### config.mk
export PLATFORM = sky130hd
export DESIGN_NAME = midpoint_ellipse_rasterizer_top
export DESIGN_NICKNAME = d
export VERILOG_FILES = /design/src/hw/rtl/mer_pkg.sv /design/src/hw/rtl/mer_mul.sv /design/src/hw/rtl/midpoint_ellipse_rasterizer_top.sv
export SDC_FILE = /design/constraint.sdc
export NUM_CORES = 2
export LEC_CHECK = 0
export ABC_AREA = 1
export BUFFER_PORTS_ARGS = -buffer_cell sky130_fd_sc_hd__buf_2
export CORE_MARGIN = 2
export CORE_UTILIZATION = 60
export CTS_BUF_LIST = sky130_fd_sc_hd__clkbuf_8
export DETAILED_ROUTE_END_ITERATION = 7
export GPL_TIMING_DRIVEN = 0
export MAX_ROUTING_LAYER = met4
export PLACE_DENSITY = 0.8
export SLEW_MARGIN = 20
export SYNTH_ARGS = -nofsm -noshare
export SYNTH_HDL_FRONTEND = slang
export SYNTH_SLANG_ARGS = --single-unit
### constraint.sdc
create_clock -name clk -period 10 [get_ports clk]
set_clock_uncertainty 0.15 [all_clocks]
set_input_delay 1 -clock clk [delete_from_list [all_inputs] [get_ports clk]]
set_output_delay 1 -clock clk [all_outputs]
set_load 0.005 [all_outputs]
### src/hw/rtl/mer_pkg.sv
`timescale 1ns / 1ps
// ----------------------------------------------------------------------------
// mer_pkg
// Widths, command codes and stream layout shared by the ellipse rasterizer.
// ----------------------------------------------------------------------------
package mer_pkg;

  localparam int COORD_BITS = 12;
  localparam int OUT_W      = COORD_BITS + 2;      // signed output coordinate
  localparam int RAD_W      = COORD_BITS - 1;      // radius
  localparam int SQ_W       = 2 * RAD_W;           // squared radius
  localparam int MUL_W      = 2 * COORD_BITS + 3;  // signed multiplier operand
  localparam int PROD_W     = 2 * MUL_W;
  localparam int DEC_W      = 4 * COORD_BITS + 2;  // decision variable times 4

  localparam int CMD_W      = 2;
  localparam logic [CMD_W-1:0] CMD_ELLIPSE = 2'd0;
  localparam logic [CMD_W-1:0] CMD_CIRCLE  = 2'd1;
  localparam logic [CMD_W-1:0] CMD_STEP    = 2'd2;

  // input stream layout
  localparam int IN_BITS  = CMD_W + 4 * COORD_BITS;
  localparam int S_DATA_W = ((IN_BITS + 7) / 8) * 8;
  localparam int AX_LSB   = CMD_W;
  localparam int AY_LSB   = CMD_W + COORD_BITS;
  localparam int BX_LSB   = CMD_W + 2 * COORD_BITS;
  localparam int BY_LSB   = CMD_W + 3 * COORD_BITS;

  // output stream layout
  localparam int M_BITS   = 4 * OUT_W;
  localparam int M_DATA_W = ((M_BITS + 7) / 8) * 8;

endpackage

### src/hw/rtl/mer_mul.sv
`timescale 1ns / 1ps
// ----------------------------------------------------------------------------
// mer_mul
// Shared signed multiplier with a registered product.
// ----------------------------------------------------------------------------
module mer_mul (
  input  logic                              clk,
  input  logic signed [mer_pkg::MUL_W-1:0]  a,
  input  logic signed [mer_pkg::MUL_W-1:0]  b,
  output logic signed [mer_pkg::PROD_W-1:0] prod
);

  always_ff @(posedge clk) begin
    prod <= a * b;
  end

endmodule

### src/hw/rtl/midpoint_ellipse_rasterizer_top.sv
`timescale 1ns / 1ps
// ----------------------------------------------------------------------------
// midpoint_ellipse_rasterizer_top
// Midpoint ellipse/circle walker: start commands set up a shape from two
// bounding corners, step commands return one point mirrored into 4 quadrants.
// ----------------------------------------------------------------------------
//  Channel  Dir  Carries
//  s_*      in   cmd, corner_a_x, corner_a_y, corner_b_x, corner_b_y
//  m_*      out  right_x, left_x, lower_y, upper_y; tlast = last_point
//
//  A start and a step each run the extra states S_TY, S_A, S_B and S_C when
//  the walk crosses from region 1 to region 2; all products come from one
//  shared multiplier issuing one product per cycle. Dropped commands are accepted and discarded.
//  rst (synchronous) returns the block to idle with no shape loaded.
//  A finished point waits in the output register; s_tready stays high
//  while it waits, and only the next point's final cycle holds for it.
// ----------------------------------------------------------------------------
module midpoint_ellipse_rasterizer_top (
  input  logic                            clk,
  input  logic                            rst,
  input  logic                            s_tvalid,
  output logic                            s_tready,
  // cmd, corner_a_x, corner_a_y, corner_b_x, corner_b_y, zero pad
  input  logic [mer_pkg::S_DATA_W-1:0]    s_tdata,
  output logic                            m_tvalid,
  input  logic                            m_tready,
  // right_x, left_x, lower_y, upper_y
  output logic [mer_pkg::M_DATA_W-1:0]    m_tdata,
  output logic                            m_tlast
);

  localparam int CB = mer_pkg::COORD_BITS;
  localparam int OW = mer_pkg::OUT_W;
  localparam int MW = mer_pkg::MUL_W;
  localparam int DW = mer_pkg::DEC_W;
  localparam int RW = mer_pkg::RAD_W;
  localparam int QW = mer_pkg::SQ_W;

  typedef enum logic [14:0] {
    S_IDLE = 15'b000000000000001,
    S_RX2  = 15'b000000000000010,
    S_RY2  = 15'b000000000000100,
    S_T    = 15'b000000000001000,
    S_K    = 15'b000000000010000,
    S_INIT = 15'b000000000100000,
    S_MP   = 15'b000000001000000,
    S_MQ   = 15'b000000010000000,
    S_UPD  = 15'b000000100000000,
    S_CHK  = 15'b000001000000000,
    S_TY   = 15'b000010000000000,
    S_A    = 15'b000100000000000,
    S_B    = 15'b001000000000000,
    S_C    = 15'b010000000000000,
    S_FIN  = 15'b100000000000000
  } seq_t;

  typedef enum logic [3:0] {
    PH_IDLE = 4'b0001,
    PH_R1   = 4'b0010,
    PH_R2   = 4'b0100,
    PH_DONE = 4'b1000
  } phase_t;

  seq_t   state;
  phase_t phase;

  logic [CB-1:0]        cx, cy, ox;
  logic signed [CB-1:0] oy;
  logic [RW-1:0]        rx, ry;
  logic [QW-1:0]        rx2, ry2;
  logic signed [DW-1:0] decision, p_reg, q_reg, k_reg;
  logic                 is_step, mv_x, mv_y;
  logic [OW-1:0]        pend_right, pend_left, pend_lower, pend_upper;

  logic signed [MW-1:0]             mul_a, mul_b;
  logic signed [mer_pkg::PROD_W-1:0] prod;
  logic signed [DW-1:0]             prod_d;

  // corner decode
  logic [mer_pkg::CMD_W-1:0] cmd;
  logic [CB-1:0]             ax, ay, bx, by, dx, dy;
  logic [CB:0]               sum_x, sum_y;
  logic [RW-1:0]             rx_new, ry_new, rmax;

  // per-point helpers
  logic [CB:0]          tx;
  logic signed [CB:0]   ty;
  logic signed [DW-1:0] rx2_d, ry2_d;
  logic                 dec_neg, dec_pos, done_now, out_free, load_out;

  assign cmd = s_tdata[mer_pkg::CMD_W-1:0];
  assign ax  = s_tdata[mer_pkg::AX_LSB +: CB];
  assign ay  = s_tdata[mer_pkg::AY_LSB +: CB];
  assign bx  = s_tdata[mer_pkg::BX_LSB +: CB];
  assign by  = s_tdata[mer_pkg::BY_LSB +: CB];

  assign dx     = (bx > ax) ? (bx - ax) : (ax - bx);
  assign dy     = (by > ay) ? (by - ay) : (ay - by);
  assign sum_x  = {1'b0, ax} + {1'b0, bx};
  assign sum_y  = {1'b0, ay} + {1'b0, by};
  assign rx_new = dx[CB-1:1];
  assign ry_new = dy[CB-1:1];
  assign rmax   = (ry_new > rx_new) ? ry_new : rx_new;

  assign tx      = {ox, 1'b1};
  assign ty      = {oy[CB-1], oy} - {{CB{1'b0}}, 1'b1};
  assign rx2_d   = {{(DW-QW){1'b0}}, rx2};
  assign ry2_d   = {{(DW-QW){1'b0}}, ry2};
  assign prod_d  = prod[DW-1:0];
  assign dec_neg = decision[DW-1];
  assign dec_pos = !decision[DW-1] && (decision != '0);

  assign done_now = (phase == PH_R2) &&
                    !(({1'b0, rx} >= ox) && !oy[CB-1]);
  assign out_free = !m_tvalid || m_tready;
  assign load_out = (state == S_FIN) && is_step && out_free;

  assign s_tready = (state == S_IDLE);

  // operand select for the shared multiplier
  always_comb begin
    mul_a = '0;
    mul_b = '0;
    unique case (state)
      S_RX2: begin
        mul_a = {{(MW-RW){1'b0}}, rx};
        mul_b = {{(MW-RW){1'b0}}, rx};
      end
      S_RY2: begin
        mul_a = {{(MW-RW){1'b0}}, ry};
        mul_b = {{(MW-RW){1'b0}}, ry};
      end
      S_T: begin
        mul_a = {{(MW-QW){1'b0}}, rx2};
        mul_b = {{(MW-RW){1'b0}}, ry};
      end
      S_K: begin
        mul_a = {{(MW-QW){1'b0}}, rx2};
        mul_b = {{(MW-QW){1'b0}}, ry2};
      end
      S_MP: begin
        mul_a = {{(MW-QW){1'b0}}, ry2};
        mul_b = {{(MW-CB){1'b0}}, ox};
      end
      S_MQ: begin
        mul_a = {{(MW-QW){1'b0}}, rx2};
        mul_b = {{(MW-CB){oy[CB-1]}}, oy};
      end
      S_CHK: begin
        mul_a = {{(MW-CB-1){1'b0}}, tx};
        mul_b = {{(MW-CB-1){1'b0}}, tx};
      end
      S_TY: begin
        mul_a = {{(MW-CB-1){ty[CB]}}, ty};
        mul_b = {{(MW-CB-1){ty[CB]}}, ty};
      end
      S_A: begin
        mul_a = {{(MW-QW){1'b0}}, ry2};
        mul_b = p_reg[MW-1:0];
      end
      S_B: begin
        mul_a = {{(MW-QW){1'b0}}, rx2};
        mul_b = q_reg[MW-1:0];
      end
      default: begin
        mul_a = '0;
        mul_b = '0;
      end
    endcase
  end

  mer_mul u_mul (
    .clk  (clk),
    .a    (mul_a),
    .b    (mul_b),
    .prod (prod)
  );

  always_ff @(posedge clk) begin
    if (rst) begin
      state    <= S_IDLE;
      phase    <= PH_IDLE;
      m_tvalid <= 1'b0;
      is_step  <= 1'b0;
    end else begin
      if (m_tvalid && m_tready && !load_out) begin
        m_tvalid <= 1'b0;
      end
      unique case (state)
        S_IDLE: begin
          if (s_tvalid) begin
            if (cmd == mer_pkg::CMD_ELLIPSE || cmd == mer_pkg::CMD_CIRCLE) begin
              cx      <= sum_x[CB:1];
              cy      <= sum_y[CB:1];
              rx      <= (cmd == mer_pkg::CMD_CIRCLE) ? rmax : rx_new;
              ry      <= (cmd == mer_pkg::CMD_CIRCLE) ? rmax : ry_new;
              ox      <= '0;
              oy      <= (cmd == mer_pkg::CMD_CIRCLE) ? {1'b0, rmax} : {1'b0, ry_new};
              phase   <= PH_R1;
              is_step <= 1'b0;
              state   <= S_RX2;
            end else if (cmd == mer_pkg::CMD_STEP && (phase == PH_R1 || phase == PH_R2)) begin
              pend_right <= {2'b00, cx} + {2'b00, ox};
              pend_left  <= {2'b00, cx} - {2'b00, ox};
              pend_lower <= {2'b00, cy} + {{2{oy[CB-1]}}, oy};
              pend_upper <= {2'b00, cy} - {{2{oy[CB-1]}}, oy};
              is_step    <= 1'b1;
              if (phase == PH_R1) begin
                ox   <= ox + CB'(1);
                mv_x <= 1'b1;
                mv_y <= !dec_neg;
                if (!dec_neg) begin
                  oy <= oy - CB'(1);
                end
              end else begin
                oy   <= oy - CB'(1);
                mv_y <= 1'b1;
                mv_x <= !dec_pos;
                if (!dec_pos) begin
                  ox <= ox + CB'(1);
                end
              end
              state <= S_MP;
            end
            // anything else: drop the transaction
          end
        end
        S_RX2: state <= S_RY2;
        S_RY2: begin
          rx2   <= prod[QW-1:0];
          state <= S_T;
        end
        S_T: begin
          ry2   <= prod[QW-1:0];
          state <= S_K;
        end
        S_K: begin
          q_reg    <= prod_d;
          decision <= (ry2_d <<< 2) - (prod_d <<< 2) + rx2_d;
          state    <= S_INIT;
        end
        S_INIT: begin
          k_reg <= prod_d;
          p_reg <= '0;
          state <= S_CHK;
        end
        S_MP: state <= S_MQ;
        S_MQ: begin
          p_reg <= prod_d;
          state <= S_UPD;
        end
        S_UPD: begin
          q_reg    <= prod_d;
          decision <= decision
                    + (mv_x ? (p_reg <<< 3) : '0)
                    - (mv_y ? (prod_d <<< 3) : '0)
                    + ((phase == PH_R1) ? (ry2_d <<< 2) : (rx2_d <<< 2));
          state    <= S_CHK;
        end
        S_CHK: begin
          // leave region 1 once the slope passes -1
          if (phase == PH_R1 && !(p_reg < q_reg)) begin
            state <= S_TY;
          end else begin
            state <= S_FIN;
          end
        end
        S_TY: begin
          p_reg <= prod_d;
          state <= S_A;
        end
        S_A: begin
          q_reg <= prod_d;
          state <= S_B;
        end
        S_B: begin
          p_reg <= prod_d;
          state <= S_C;
        end
        S_C: begin
          decision <= p_reg + (prod_d <<< 2) - (k_reg <<< 2);
          phase    <= PH_R2;
          state    <= S_FIN;
        end
        S_FIN: begin
          if (!is_step || out_free) begin
            if (done_now) begin
              phase <= PH_DONE;
            end
            if (is_step) begin
              m_tvalid <= 1'b1;
              m_tlast  <= done_now;
              m_tdata  <= {{(mer_pkg::M_DATA_W - mer_pkg::M_BITS){1'b0}},
                           pend_upper, pend_lower, pend_left, pend_right};
            end
            state <= S_IDLE;
          end
        end
        default: state <= S_IDLE;
      endcase
    end
  end

endmodule
# Word-level counts from Yosys, hierarchy flattened
# Index checks and enable logic that the tools add are counted.
[op_classes]
mux = 37
addsub = 20
n_bitwise = 2
order_cmp = 5
eq_ne = 26
n_reduce_logical = 47
mul = 1
[op_table]
columns = ["op", "count"]
rows = [
  ["$pmux 27 s9", 1],
  ["$pmux 15 s14", 1],
  ["$pmux 27 s6", 1],
  ["$pmux 50 s3", 1],
  ["$mux 12", 9],
  ["$add 50x50->50", 2],
  ["$mux 50", 2],
  ["$pmux 50 s2", 1],
  ["$sub 50x50->50", 2],
  ["$mux 15", 5],
  ["$add 50x23->50", 1],
  ["$add 50x24->50", 1],
  ["$lt 50x50->1", 1],
  ["$mul 27x27->50", 1],
  ["$reduce_bool 50->1", 1],
  ["$sub 25x50->50", 1],
  ["$sub 12x12->12", 4],
  ["$mux 11", 4],
  ["$add 12x12->13", 3],
  ["$gt 12x12->1", 2],
  ["$mux 24", 1],
  ["$reduce_and 5->1", 4],
  ["$mux 4", 4],
  ["$eq 15x1->1 const B", 1],
  ["45 further kinds", 84],
]
[word_totals]
ff_bits = 498
in_bits = 60
out_inout_bits = 59
wordCells = 163

# Depth between registers and ports, before layout
[logic_depth]
ltp_word = 9
ltp_mapped = 42

# Hierarchy
# From an unflattened synthesis, not the netlist that was laid out.
[unflattened]
cells_unflattened = 9256
area_unflattened_um2 = 70077.2
[modules_own_cells]
columns = ["mod", "seq_area_each_um2", "cells_each", "n_inst", "area_per_inst_um2"]
rows = [
  ["midpoint_ellipse_rasterizer_top", 13002.5, 5392, 1, 40223.6],
  ["mer_mul", 1081.0, 3864, 1, 29853.6],
]

# Least setup slack after synthesis
# No wires, ideal clock.
[synth_timing]
kind = "reg2reg"
startpoint = "reg oy[1]"
endpoint = "reg u_mul.prod[49] (netlist bit)"
arrival_ns = 7.768
setup_slack_ns = 1.969
n_path_buf = 2
t_required_ns = 9.738
path_stages_with_launch = 30
setup_ns = 0.112
cell_sequence = "edfxtp_1 inv_1 ha_1 nand4_1 nor2_1 nand3_1 a21oi_4 buf_2 buf_1 nand2_1 fa_1 fa_1 fa_1 inv_1 fa_1 fa_1 fa_1 inv_1 fa_1 inv_1 ha_1 nand2_1 nor2_1 inv_1 nor4_1 nand4_1 nand3_1 nand2_1 nand3b_1 nand2_1"
[synth_between]
elab_chain_len = 3
[synth_rtl]
columns = ["item", "line", "rtl"]
rows = [
  ["start: declaration", "midpoint_ellipse_rasterizer_top.sv:68", "logic signed [CB-1:0] oy;"],
  ["start signal: assignment", "midpoint_ellipse_rasterizer_top.sv:198", "oy <= (cmd == mer_pkg::CMD_CIRCLE) ? {1'b0, rmax} : {1'b0, ry_new};"],
  ["start signal: assignment", "midpoint_ellipse_rasterizer_top.sv:213", "oy <= oy - CB'(1);"],
  ["start signal: assignment", "midpoint_ellipse_rasterizer_top.sv:216", "oy <= oy - CB'(1);"],
  ["$sub 12x2->13", "midpoint_ellipse_rasterizer_top.sv:106", "assign ty = {oy[CB-1], oy} - {{CB{1'b0}}, 1'b1};"],
  ["$pmux 27 s9 or $pmux 27 s6 (tied branches)", "midpoint_ellipse_rasterizer_top.sv:124", "unique case (state)"],
  ["$mul 27x27->50 *", "mer_mul.sv:14", "prod <= a * b;"],
  ["end signal: assignment", "mer_mul.sv:14", ""],
  ["end: declaration", "mer_mul.sv:10", "output logic signed [mer_pkg::PROD_W-1:0] prod"],
]
# Mark *: on every way between the ends. The rest lies on a longest branch, timed or not.
# A chain may end at the register's enable or synchronous reset.

# Worst setup path after layout
[layout_timing]
startpoint = "reg state[8]"
endpoint = "reg u_mul.prod[49] (netlist bit)"
[layout_between]
elab_chain_len = 4
[layout_rtl]
columns = ["item", "line", "rtl"]
rows = [
  ["start: declaration", "midpoint_ellipse_rasterizer_top.sv:64", "seq_t state;"],
  ["start signal: assignment", "midpoint_ellipse_rasterizer_top.sv:181", "state <= S_IDLE;"],
  ["start signal: assignment", "midpoint_ellipse_rasterizer_top.sv:201", "state <= S_RX2;"],
  ["start signal: assignment", "midpoint_ellipse_rasterizer_top.sv:223", "state <= S_MP;"],
  ["$eq 15x13->1 (tied with other cells)", "midpoint_ellipse_rasterizer_top.sv:124", ""],
  ["$reduce_or 4->1 (no line) or $reduce_or 2->1 (tied branches)", "--", ""],
  ["$pmux 27 s6 or $pmux 27 s9 (tied branches)", "midpoint_ellipse_rasterizer_top.sv:124", ""],
  ["$mul 27x27->50 *", "mer_mul.sv:14", ""],
]
# Marks and branches as above.

==> flow_metrics.tcl <==
set metrics [dict create \
    crit_path_start_kind "flip-flop" \
    seq_area_frac_synth_pct 21.44 \
    synth_edf_count 419 \
    powerDensity_mw_per_mm2 70.62 \
    place_congestion 1.127 \
    grt_use_total_pct 45.74 \
    hp-start "pend_lower[5]" \
    insertion_delay_ps 730 \
    synthSimpleGateAreaFrac_pct 19.74 \
    final-seq-area_mm2 0.01400 \
    fin_util_pct 64.35 \
    p_switching_uw 1434 \
    violations "design-rule violations" \
    dpl_cell_area_mm2 0.06791 \
    clockBufferDepth 3 \
    critPathKind "flip-flop to flip-flop" \
    rr_endpoint "u_mul.prod[49]" \
    drive_gt1_share_pct 5.687 \
    finalInstanceArea_mm2 0.06975 \
    p_leak_uw 0.03670 \
    antenna_found_initial 9 \
    power.share.switching_pct 29.12 \
    ys_top_cells_by_area "fa_1 25%, edfxtp_1 19%, inv_1 12%" \
    period_needed_ps 9888 \
    ys_ff_latch 490 \
    reg2reg_slack_ps 110 \
    drv_slew 0 \
    dp_hpwl_um 210300 \
    numCtsBuffers 77 \
    synth-warning-count 0 \
    cts_htree_levels 3 \
    cts-root-buf "clkbuf_8" \
    maxSlewHeadroom_pct 15.26 \
    routed-via-count 59040 \
    wl_um 249300 \
    dr.pass1.iters 8 \
    min_period_over_period_pct 98.88 \
    ys_async_sr_fraction_pct 0 \
    cts_tree "yes" \
    cts_hold_repair.buffers 0 \
    fmax_ghz 0.1011 \
    routedWlPerCell_um 24.79 \
    max_flop_register "m_tdata" \
    tns_ps 0 \
    die_w_um 333.9 \
    hold_viol_final 0 \
    hold_path_class "flip-flop to flip-flop" \
    die_area_mm2 0.1115 \
    synth.top_cell.area_share_pct 24.70 \
    seqPwrFrac_pct 45.8 \
    status "finished, violations left" \
    viasPerCell 5.872 \
    end_kind "flip-flop" \
    crit_path_max_incr_delay_ps 820 \
    crit_top_cell "fa_1" \
    cp_max_fo 10 \
    grt_pass1_wl_um 363800 \
    die_y_um 333.9 \
    fin_hold_ws_ps 247.5 \
    avgSynthCellArea_um2 7.820 \
    initial_core_util_pct 60.25 \
    synth.distinct_cells 59 \
    synth_top_family_by_area "adder cells" \
    synth_area_leader_cell "fa_1" \
    synth_fa_ha_area_share_pct 34.11 \
    fillers 9246 \
    cap_violations 0 \
    max_slew.worst_pin.slew_ps 1271 \
    crit_slowest_cell "fa_1" \
    synth.most_common_cell "inv_1" \
    grt_overflow 0 \
    core_area_mm2 0.1084 \
    ff2ff_path_depth 30 \
    synth_mux_area_share_pct 0 \
    peakVddDrop_mv 0.1070 \
    setup_slack_ps 111.9 \
    nets 9926 \
    finalSetupViolCount 0 \
    holdPathStages 0 \
    synth_top_flop_cell "edfxtp_1" \
    netlist_instances 8352 \
    drtIter0Drc 7124 \
    synth-xor-area-share_pct 2.494 \
    port_buffers 111 \
    worstHoldEndpoint "m_tdata[33]" \
    io_pins 119 \
    worstPathArrival_ps 10320 \
    multi_input_area_mm2 0.04224 \
    synth_area_mm2 0.06532 \
    pre_cts_ws_ps -175.8 \
    synth_compound_area_share_pct 8.224 \
    largest_reg_flops 52 \
    synth.net_count 9709 \
    netlist_top_cells_count "2132 x inv_1, 1857 x nand2_1, 806 x fa_1, 603 x nor2_1, 491 x ha_1" \
    r2r_start "state[8]" \
    clk_pin_slew_ps 70 \
    drc 13 \
    grt_pass1_vias 59430 \
    floorplan.rows 121 \
    grt_max_degree 51 \
    synthToLayoutAreaGrowth_pct 6.791 \
    grt_setup_unrepaired "true" \
    drtAntennaViolNets 0 \
    clock_sinks 490 \
    p_comb_share_pct 14.5 \
    p_int_uw 3491 \
    clkPwrFrac_pct 39.7 \
    cp_data_required_time_ps 10430 \
]
-- critical path, delay by kind of cell, from the launching register on --
family	cells	cell delay (ps)
adders and majority gates	8	4660
DFF	1	360
and+or+nand+nor	14	2830
buffers and inverters	6	1260
AOI/OAI and AO/OA	2	450
-- timing repair --
| item | in CTS | in global routing |
|---|---|---|
| pin swaps | 0 | 2 |
| setup buffers | 0 | 8 |
| endpoints found under the setup margin | 3 | 8 |
| gates resized for setup | 2 | 7 |
-- routing by layer --
layer	GRT usage, %	vias up	part of all wire, %
met5	-	-	0
met1	54.45	28130	36
met4	29.39	0	8.2
met3	10.52	1001	12
li1	-	26030	-
met2	70.20	3883	44
-- area by class of cell --
cell class              instances  share of cell area [%]
plain buffers                 183                   1.431
inverters                    2168                   11.68
multi-input cells            5511                   60.56
repair buffers                138                   1.196
diodes                          8                 0.02870
well taps                    1414                   2.536
clock inverters                60                  0.8557
flip-flops and latches        490                   20.08
clock buffers                  83                   1.638
-- metrics by stage --
step / power (uW) / std cells
5_1_grt: 5067 / 10050
2_1_floorplan: 2730 / 8352
3_3_place_gp: 2965 / 9877
3_5_place_dp: 2978 / 9896
6_report: 4926 / 10060
4_1_cts: 4894 / 10040
-- cells by family after synthesis --
logic type               after synthesis
XOR/XNOR                             186
flip-flops                           490
buffers and inverters               2351
other                                  1
adder cells (fa/ha/maj)             1297
AO/OA/AOI/OAI                        911
AND/OR/NAND/NOR                     3116
-- power groups by stage --
stage,Combinational (uW),Sequential (uW),Clock (uW)
final,715,2250,1960
after global routing,777,2250,2040
after CTS,687,2250,1950
after detailed placement,682,2300,0
after global placement,669,2300,0
after floorplan,443,2290,0
-- how the worst max path moves through the flow --
stage                        start             end  slack (ps)
after floorplan              oy[1]  u_mul.prod[49]        1970
after global placement       oy[1]  u_mul.prod[46]         -30
after detailed placement     oy[1]  u_mul.prod[46]        -180
after CTS                    oy[1]  u_mul.prod[46]         230
after global routing         oy[1]  u_mul.prod[46]        -120
final                     state[8]  u_mul.prod[49]         110
-- cell usage in the layout (no fill, tap or decap), drive strengths merged, types with 26 or more instances in the layout --
master and instances:
inv 2187, nand2 1876, fa 806, nor2 611, ha 491, edfxtp 419, a21oi 402, nand3 352
o21ai 267, buf 249, clkbuf 155, xor2 147, nand4 99, nor3 81, dfxtp 71, o22ai 43
o21bai 41, xnor2 39, or2 35, a31oi 29, clkinv 29, nor4 27, o211ai 26
Note: power is estimated with default switching activity, not from simulation.
